[src/hw/rtl/tboa_pkg.sv]
// Shared types and constants for the time-bin occupancy averager.
// Used by tboa_div, time_bin_occupancy_averager, tboa_checker and the testbench.
// No dependencies.
package tboa_pkg;

  // Operation codes carried in s_tuser.
  localparam logic [1:0] OP_ADD   = 2'd0;
  localparam logic [1:0] OP_QUERY = 2'd1;
  localparam logic [1:0] OP_CLEAR = 2'd2;

  // Configuration register indexes.
  localparam logic [1:0] REG_BIN_WIDTH   = 2'd0;
  localparam logic [1:0] REG_WINDOW_HALF = 2'd1;
  localparam logic [1:0] REG_ACTIVE_BINS = 2'd2;

  // Field and bus widths.
  localparam int OP_W         = 2;
  localparam int TIME_W       = 20;
  localparam int QBIN_W       = 10;
  localparam int CFG_IDX_W    = 2;
  localparam int CFG_DATA_W   = 16;
  localparam int IN_TDATA_W   = 32;
  localparam int OUT_TDATA_W  = 40;
  localparam int CNT_W        = 32;
  localparam int ACT_W        = 11;
  localparam int WIN_W        = 8;
  localparam int WCNT_W       = 9;

  // Divider geometry: 32-bit dividend, 16-bit divisor, one bit per cycle.
  localparam int DIV_W        = 32;
  localparam int DVS_W        = 16;
  localparam int DIV_CNT_W    = $clog2(DIV_W);

  localparam logic [CNT_W-1:0] CNT_MAX = '1;

  // Request to the shared divider.
  typedef struct packed {
    logic             start;
    logic [DIV_W-1:0] dividend;
    logic [DVS_W-1:0] divisor;
  } div_req_t;

  // Response from the shared divider.
  typedef struct packed {
    logic             done;
    logic [DIV_W-1:0] quotient;
  } div_rsp_t;

endpackage

[src/hw/rtl/tboa_div.sv]
// Shared iterative restoring divider, one quotient bit per cycle.
// Depends on tboa_pkg for the request and response types.
module tboa_div import tboa_pkg::*; (
  input  logic     clk,
  input  logic     rst,
  input  div_req_t req,
  output div_rsp_t rsp
);

  logic                 busy;
  logic                 done;
  logic [DIV_CNT_W-1:0] cnt;
  logic [DVS_W-1:0]     rem;
  logic [DIV_W-1:0]     quo;
  logic [DVS_W-1:0]     dvs;
  logic [DVS_W:0]       rem_shift;
  logic [DVS_W:0]       diff;
  logic                 q_bit;
  logic [DVS_W-1:0]     rem_next;

  // One restoring step: shift in the next dividend bit and try a subtract.
  always_comb begin
    rem_shift = {rem, quo[DIV_W-1]};
    diff      = rem_shift - {1'b0, dvs};
    q_bit     = ~diff[DVS_W];
    rem_next  = q_bit ? diff[DVS_W-1:0] : rem_shift[DVS_W-1:0];
  end

  // Control: step counter, busy and the done pulse.
  always_ff @(posedge clk) begin
    if (rst) begin
      busy <= 1'b0;
      done <= 1'b0;
      cnt  <= '0;
    end else begin
      done <= 1'b0;
      if (req.start) begin
        busy <= 1'b1;
        cnt  <= DIV_CNT_W'(DIV_W - 1);
      end else if (busy) begin
        cnt <= cnt - 1'b1;
        if (cnt == '0) begin
          busy <= 1'b0;
          done <= 1'b1;
        end
      end
    end
  end

  // Datapath: the dividend register fills with quotient bits from the bottom.
  always_ff @(posedge clk) begin
    if (req.start) begin
      quo <= req.dividend;
      rem <= '0;
      dvs <= req.divisor;
    end else if (busy) begin
      quo <= {quo[DIV_W-2:0], q_bit};
      rem <= rem_next;
    end
  end

  assign rsp.done     = done;
  assign rsp.quotient = quo;

endmodule

[config.mk]
export PLATFORM = sky130hd
export DESIGN_NAME = tboa_div
export DESIGN_NICKNAME = d
export VERILOG_FILES = /design/src/hw/rtl/tboa_pkg.sv /design/src/hw/rtl/tboa_div.sv
export SDC_FILE = /design/constraint.sdc
export NUM_CORES = 1
export LEC_CHECK = 0
export ABC_AREA = 1
export BUFFER_PORTS_ARGS = -buffer_cell sky130_fd_sc_hd__buf_2
export CORE_UTILIZATION = 30
export DETAILED_ROUTE_END_ITERATION = 12
export SYNTH_ARGS = -nofsm -noshare
export SYNTH_HDL_FRONTEND = slang
export SYNTH_SLANG_ARGS = --single-unit
[constraint.sdc]
create_clock -name clk -period 4.4 [get_ports clk]
set_input_delay 0.44 -clock clk [delete_from_list [all_inputs] [get_ports clk]]
set_output_delay 0.44 -clock clk [all_outputs]
set_load 0.005 [all_outputs]
==> summary.md, run 1 <==
| Metric | Value |
|---|---|
| P_sw | `~0.47 mW` |
| Post-CTS setup buffer count | `0` |
| Delay-heaviest family, CP | `simple AND/OR/NAND/NOR gates` |
| CTS Hold Buffers Added | `0` |
| Final WL | `roughly 9800 µm` |
| Tot Pwr | `approximately 1.8 mW` |
| Flop pwr share | `a little over two fifths` |
| Most frequent cell after synthesis | `nand2_1` |
| Vias/cell | `4.40` |
| Worst-path fanout max | `17` |
| Vias in the first global route | `about 3500` |
| Post-synth ARST share | `0%` |
| Fillers | `about 1300` |
| CP Data Arrival Time | `roughly 2.4 ns` |
| Logic pwr share | `a little under an eighth` |
| Top cell by count, worst path | `nand2_1` |
| First-pass GRT wire length | `around 17000 µm` |
| Area of the mapped netlist | `approximately 0.004 mm²` |
| Worst-path clk slew | `approximately 0.060 ns` |
| Crit start category | `flip-flop` |
| Largest net degree at the start of global routing | `43` |
| Initial antenna violation count | `1` |
| Dpl ws | `between 2 and 2.5 ns` |
| # setup viols final | `0` |
| Syn-to-layout area delta | `23.0%` |
| Period utilization | `between 50% and 60%` |
| Hold WC Path Type | `input port to flip-flop` |
| Yosys top cell by area | `edfxtp_1` |
| DR DRC count | `0` |
| Post-synth EDFFs | `48` |
| Longest Clk Path Bufs | `2` |
| Die Y | `roughly 120 µm` |
| Relative slew slack | `34.8%` |
| Max cap viols | `0` |
| Share of cells above drive strength 1 | `17.4%` |
| Fmax | `approximately 0.43 GHz` |
| Yosys warning count | `0` |
| Final core utilization | `38.6%` |
| Final setup margin | `approximately 2.1 ns` |
| Top FF cell, synth | `edfxtp_1` |
| Run status | `finished clean` |
| Worst path required time | `about 4.5 ns` |
| ANT cells | `0` |
| Switch share | `25.7%` |
| Final Hold Violating Endpoints | `0` |
| Footprint of the multi-input gates | `between 0.0015 and 0.002 mm²` |
| Final critical-path required period | `between 2 and 2.5 ns` |
| Die area | `0.0139 mm²` |
| Congestion Overflow GR | `0` |
| Worst path max stage delay | `approximately 0.39 ns` |
| All-Layer GR Usage | `between 15 and 20%` |
| Final Skew | `about 0.013 ns` |
| Die W | `approximately 120 µm` |
| Main area contributors after synthesis | `edfxtp_1 (36%), nand2_1 (23%), dfxtp_1 (11%)` |
| Layout Cells excl Fill | `between 800 and 900` |
| Routed len/inst | `12.1 µm` |
| Crit path kind | `flip-flop to flip-flop` |
| Seq cells post-synth | `between 70 and 80` |
| Row count | `41` |
| DRT iter0 DRCs | `170` |
| Post-synthesis sequential area ratio | `between 40% and 50%` |
| Final-report max-slew violation count | `0` |
| Worst-Skew Late Latency | `approximately 0.35 ns` |
| CP Cell Sequence | `inv_1, ha_1, fa_1, inv_1, nand2_1, nand2_1, nand3_1, nand2_2, nand2_2, nand2_1, nand2_1, nand2_2, o21ai_0` |
| Top-area cell type share of the netlist area | `roughly 36%` |
| H-tree lvl count | `3` |
| Clock share of power | `45.0%` |
| Unrepaired setup endpoints after global routing | `false` |
| DR vias | `around 3500` |
| PostCTS Resize Cnt | `0` |
| Drt pass-1 iters | `5` |
| Synth cell types | `28` |
| I/O pins | `84` |
| Final hold slack | `~0.27 ns` |
| PortBufs | `83` |
| CP max-delay cell | `fa_1` |
| Placed cell count | `about 800` |
| Post-synth top cells | `nand2_1 (251), inv_1 (94), edfxtp_1 (48), nand3_1 (32), dfxtp_1 (23)` |
| Critical path capture point type | `flip-flop` |
| Post-layout instance area | `0.00495 mm²` |
| CP bufs+invs | `2` |
| Final Wtd Congestion | `0.857` |
| Routed Antenna Nets | `0` |
| Num CTS Buffers | `9` |
| Max IR drop VDD | `approximately 0.00024 V` |
| Core box area | `0.0128 mm²` |
| Post-Syn Instances | `~540` |
| Nets | `698` |
| Post-Route Setup TNS | `0 ns` |
| Pint | `~1.4 mW` |
| Static Leak | `2.66 nW` |
| CTS Root Cell | `clkbuf_16` |
| Slew @ Worst Pin | `between 0.9 and 1 ns` |
| PD cells | `approximately 370 mW/mm²` |
| Register area | `0.00190 mm²` |
| Initial core utilization | `a little under a third` |
| CTS sink cnt | `71` |
| Syn_area_per_cell | `approximately 7.4 µm²` |
| Area after DPL | `around 0.0046 mm²` |
| Post-Syn Nets | `roughly 610` |
| TritonCTS clock tree | `done` |
| DP HPWL | `approximately 7000 µm` |
-- layer usage --
layer	track usage [%]	share of wire [%]
met4	5.29	1.0
met3	5.91	7.3
met5	0	0
met1	18.5	47
met2	25.0	45
-- worst paths after layout --
check | start | end | slack, ns | depth (start not counted)
setup / recovery | quo[31] | quo[0] | 2.06 | 13
setup reg to reg | quo[31] | quo[0] | 2.06 | 13
hold reg to reg | rem[3] | rem[3] | 0.48 | 2
hold / removal | req[7] | dvs[7] | 0.27 | 1
-- area by class of cell --
cell class / instances / area share, %
flip-flops and latches: 71 / 38.5
multi-input cells: 364 / 34.3
repair buffers: 87 / 9.01
inverters: 95 / 7.21
clock buffers: 9 / 4.55
well taps: 172 / 4.35
clock inverters: 7 / 2.15
-- cells in the final DEF, fill, tap and decap left out, types with 2 or more instances in the layout --
cell         n
a21oi_1      9
a31oi_1      2
and2_1       2
buf_2       83
buf_4        4
bufinv_16    2
clkbuf_16    9
dfxtp_1     23
edfxtp_1    48
ha_1        18
inv_1       94
inv_6        4
nand2_1    251
nand2_2      5
nand3_1     32
nand4_1      5
nor2_1      16
nor3_1       2
nor4_1       2
o21ai_0      6
o21bai_1     2
xnor2_1      4
xor2_1       2
-- cell families (layout without fill, tap and decap cells) --
| family | count (synthesis) | in the layout | share of synthesized area [%] |
|---|---|---|---|
| AND/OR/NAND/NOR | 318 | 318 | 31.8 |
| flip-flops | 71 | 71 | 47.3 |
| adder cells (fa/ha/maj) | 19 | 19 | 6.10 |
| AO/OA/AOI/OAI | 21 | 21 | 2.96 |
| XOR/XNOR | 6 | 6 | 1.31 |
| buffers and inverters | 107 | 198 | 10.5 |
-- sequential cells by signal, summed over array words and instances (netlist names) --
| signal | flops |
|---|---|
| quo | 32 |
| dvs | 16 |
| rem | 16 |
| cnt | 5 |
| busy | 1 |
| done | 1 |
-- power by group through the flow --
| stage | clock network, mW | registers, mW | logic (mW) |
|---|---|---|---|
| after floorplan | 0 | 0.811 | 0.117 |
| after CTS | 0.855 | 0.800 | 0.215 |
| after detailed placement | 0 | 0.812 | 0.214 |
| after global routing | 0.883 | 0.807 | 0.244 |
| final | 0.827 | 0.799 | 0.212 |
| after global placement | 0 | 0.812 | 0.210 |
Power figures use the tool's default switching activity.
==> run 2, diff against run 1 <==
ABC_AREA = 0   (was 1)
clock period = 2.3 ns   (was 4.4 ns; I/O delays follow)
==> run 2 against run 1 <==
- the flow now finishes with violations (DRC, setup timing)
- sequential share of layout area rose by 1.3 points
- worst setup slack got worse by 2.1 ns
- register-to-register slack got worse by 2.1 ns
- final cell count down 30%
- first-iteration DRC count down 42%
==> summary.md, run 2 <==
| Metric | Value |
|---|---|
| Run status | `finished with violations (was finished clean)` |
| Violated checks | `DRC, setup timing` |
| Critical path capture point type | `flip-flop (unchanged)` |
| Vias/cell | `4.72 (was 4.40)` |
| Static Leak | `2.03 nW (was 2.66 nW)` |
| Die W | `112 µm (was 118 µm)` |
| CP Cell Sequence | `ha_2, fa_2, nand2b_4, a21oi_4, o21ai_2, o211ai_2, buf_4, xor2_2, buf_6, nand2_1, a311oi_1 (was inv_1, ha_1, fa_1, inv_1, nand2_1, nand2_1, nand3_1, nand2_2, nand2_2, nand2_1, nand2_1, nand2_2, o21ai_0)` |
| Worst-path clk slew | `0.06 ns (about the same)` |
| Worst path required time | `2.53 ns (was 4.48 ns)` |
| Top reg by flops | `quo (unchanged)` |
| Routed len/inst | `13.9 µm (was 12.1 µm)` |
| Clock share of power | `42.2% (was 45.0%)` |
| Area of the mapped netlist | `0.00361 mm² (was 0.00402 mm²)` |
| Post-layout instance area | `0.00478 mm² (was 0.00495 mm²)` |
| Placed cell count | `545 (was 789)` |
| Post-synth EDFFs | `48 (unchanged)` |
| Syn-to-layout area delta | `32.4% (was 23.0%)` |
| Top-area cell type share of the netlist area | `39.9% (was 35.8%)` |
| Final Hold Violating Endpoints | `0 (unchanged)` |
| Period utilization | `103% (was 53.1%)` |
| Slew @ Worst Pin | `0.917 ns (was 0.971 ns)` |
| Final WL | `7840 µm (was 9750 µm)` |
| CTS sink cnt | `71 (unchanged)` |
| Largest net degree at the start of global routing | `63 (was 43)` |
| Top FF cell, synth | `edfxtp_1 (unchanged)` |
| Final Wtd Congestion | `0.788 (was 0.857)` |
| PortBufs | `83 (unchanged)` |
| Logic pwr share | `14.6% (was 11.5%)` |
| Max IR drop VDD | `0.000332 V (was 0.000239 V)` |
| Synth cell types | `47 (was 28)` |
| Hold WC Path Type | `input port to flip-flop (unchanged)` |
| Unrepaired setup endpoints after global routing | `true (was false)` |
| Final setup margin | `-0.0737 ns (was 2.06 ns)` |
| # setup viols final | `8 (was 0)` |
| DR DRC count | `1 (was 0)` |
| Num CTS Buffers | `9 (unchanged)` |
| All-Layer GR Usage | `13.0% (was 15.4%)` |
| ANT cells | `0 (unchanged)` |
| Worst path max stage delay | `0.37 ns (was 0.39 ns)` |
| Worst-Skew Late Latency | `0.34 ns (was 0.35 ns)` |
| CTS Root Cell | `clkbuf_16 (unchanged)` |
| CP Data Arrival Time | `2.61 ns (was 2.42 ns)` |
| Die Y | `112 µm (was 118 µm)` |
| Worst-path fanout max | `7 (was 17)` |
| Most frequent cells in the layout | `buf_2 (83), edfxtp_1 (48), mux2_2 (31), nand2_1 (29), dfxtp_1 (23) (was nand2_1 (251), inv_1 (94), buf_2 (83), edfxtp_1 (48), nand3_1 (32))` |
| Longest Clk Path Bufs | `2 (unchanged)` |
| CP max-delay cell | `edfxtp_1 (was fa_1)` |
| Post-Syn Instances | `315 (was 542)` |
| Layout Cells excl Fill | `565 (was 805)` |
| Post-synthesis sequential area ratio | `52.7% (was 47.3%)` |
| Syn_area_per_cell | `11.5 µm² (was 7.42 µm²)` |
| Row count | `39 (was 41)` |
| I/O pins | `84 (unchanged)` |
| Largest registers | `quo (32), dvs (16), rem (16) (unchanged)` |
| Post-synth top cells | `edfxtp_1 (48), mux2_2 (31), nand2_1 (30), dfxtp_1 (23), inv_1 (21) (was nand2_1 (251), inv_1 (94), edfxtp_1 (48), nand3_1 (32), dfxtp_1 (23))` |
| Final-report max-slew violation count | `0 (unchanged)` |
| Core box area | `0.0116 mm² (was 0.0128 mm²)` |
| Max reg flops | `32 (unchanged)` |
| PD cells | `745 mW/mm² (was 372 mW/mm²)` |
| Yosys warning count | `0 (unchanged)` |
| Seq cells post-synth | `71 (unchanged)` |
| Crit path kind | `flip-flop to flip-flop (unchanged)` |
| Initial antenna violation count | `0 (was 1)` |
| Initial core utilization | `31.2% (was 31.4%)` |
| Die area | `0.0125 mm² (was 0.0139 mm²)` |
| Yosys top cell by area | `edfxtp_1 (unchanged)` |
| First-pass GRT wire length | `12800 µm (was 16700 µm)` |
| H-tree lvl count | `3 (unchanged)` |
| Share of cells above drive strength 1 | `41.0% (was 17.4%)` |
| Final Skew | `0.00973 ns (was 0.0127 ns)` |
| Most frequent cell after synthesis | `edfxtp_1 (was nand2_1)` |
| Final critical-path required period | `2.37 ns (was 2.34 ns)` |
| Max cap viols | `0 (unchanged)` |
| Relative slew slack | `38.6% (was 34.8%)` |
| Crit start category | `flip-flop (unchanged)` |
| Fmax | `0.421 GHz (was 0.428 GHz)` |
| Pint | `2.70 mW (was 1.37 mW)` |
| Vias in the first global route | `2676 (was 3523)` |
| Post-synth ARST share | `0% (unchanged)` |
| Most common cell after layout, fill and taps aside | `buf_2 (was nand2_1)` |
| TritonCTS clock tree | `done (unchanged)` |
| Area after DPL | `0.00431 mm² (was 0.00461 mm²)` |
| Post-Syn Nets | `385 (was 612)` |
| DRT iter0 DRCs | `98 (was 170)` |
| Routed Antenna Nets | `0 (unchanged)` |
| CP bufs+invs | `2 (unchanged)` |
| DR vias | `2668 (was 3542)` |
| Nets | `487 (was 698)` |
| Delay-heaviest family, CP | `compound AO/OA/AOI/OAI gates (was simple AND/OR/NAND/NOR gates)` |
| DP HPWL | `5570 µm (was 6960 µm)` |
| Congestion Overflow GR | `0 (unchanged)` |
| Main area contributors after synthesis | `edfxtp_1 (40%), dfxtp_1 (13%), mux2_2 (9.7%) (was edfxtp_1 (36%), nand2_1 (23%), dfxtp_1 (11%))` |
| Switch share | `24.3% (was 25.7%)` |
| Flop pwr share | `43.2% (was 43.5%)` |
| P_sw | `0.865 mW (was 0.472 mW)` |
| Tot Pwr | `3.56 mW (was 1.84 mW)` |
| Final hold slack | `0.0656 ns (was 0.268 ns)` |
| Drt pass-1 iters | `8 (was 5)` |
-- run 2: changes by cell type after synthesis, sizes merged, moves of 4 or more --
cell,previous run,this run
mux2,0,31
nand2,256,31
a21oi,9,21
nand2b,0,6
nor2,17,21
nand3,32,6
inv,94,21
a32oi,0,5
o21ai,6,13
a311oi,0,5
nor2b,0,4
xor2,2,13
-- run 2: layout make-up --
class / instances / area [µm²]
inverters: 21 / 78.8
multi-input cells: 210 / 1680
fillers: 1102 / 6790
repair buffers: 104 / 617
clock inverters: 6 / 93.8
flip-flops and latches: 71 / 1900
well taps: 143 / 179
clock buffers: 10 / 229
-- run 2: metal layers --
metal	vias to the layer above	wire length [µm]	GRT usage, %
li1	1355	-	-
met1	1227	3600	15.8
met2	73	3580	20.7
met3	13	489	4.90
met4	0	166	5.41
met5	-	0	0
-- run 2: power by group through the flow --
stage	registers (mW)	clock network, mW	logic, mW
floorplan	1.56	0	0.301
CTS	1.54	1.54	0.515
detailed placement	1.56	0	0.504
global route	1.55	1.59	0.577
global placement	1.56	0	0.500
finish	1.54	1.50	0.519
-- run 2: through the flow --
stage          TNS, ns  util [%]  worst slack (ns)
6_report        -0.301      41.3           -0.0737
5_1_grt          -2.15      41.3            -0.198
4_1_cts         -0.613      40.4            -0.108
3_5_place_dp    -0.606      37.3            -0.146
3_3_place_gp         0      37.3           0.00779
2_1_floorplan        0         -            0.0246
-- run 2: timing repair --
action / 4_1_cts / 5_1_grt
endpoints found under the setup margin: 12 / 17
resized for setup: 5 / 18
gates cloned: 0 / 0
pin swaps: 10 / 6
setup buffers: 3 / 1
hold buffers: 0 / 0
-- run 2: final timing paths --
check / start / end / slack (ns) / cells past startpoint
hold reg to reg: rem[10] / rem[10] / 0.50 / 2
setup reg to reg: dvs[0] / rem[7] / -0.07 / 11
hold / removal: req[0] / dvs[0] / 0.07 / 1
setup / recovery: dvs[0] / rem[7] / -0.07 / 11
-- run 2: logic make-up (layout without fill, tap and decap cells) --
group	after synthesis	after routing	synth area share (%)
AND/OR/NAND/NOR	75	75	9.56
flip-flops	71	71	52.7
AO/OA/AOI/OAI	65	65	12.2
buffers and inverters	34	141	3.98
multiplexers	33	33	10.2
adder cells (fa/ha/maj)	19	19	6.79
XOR/XNOR	18	18	4.57
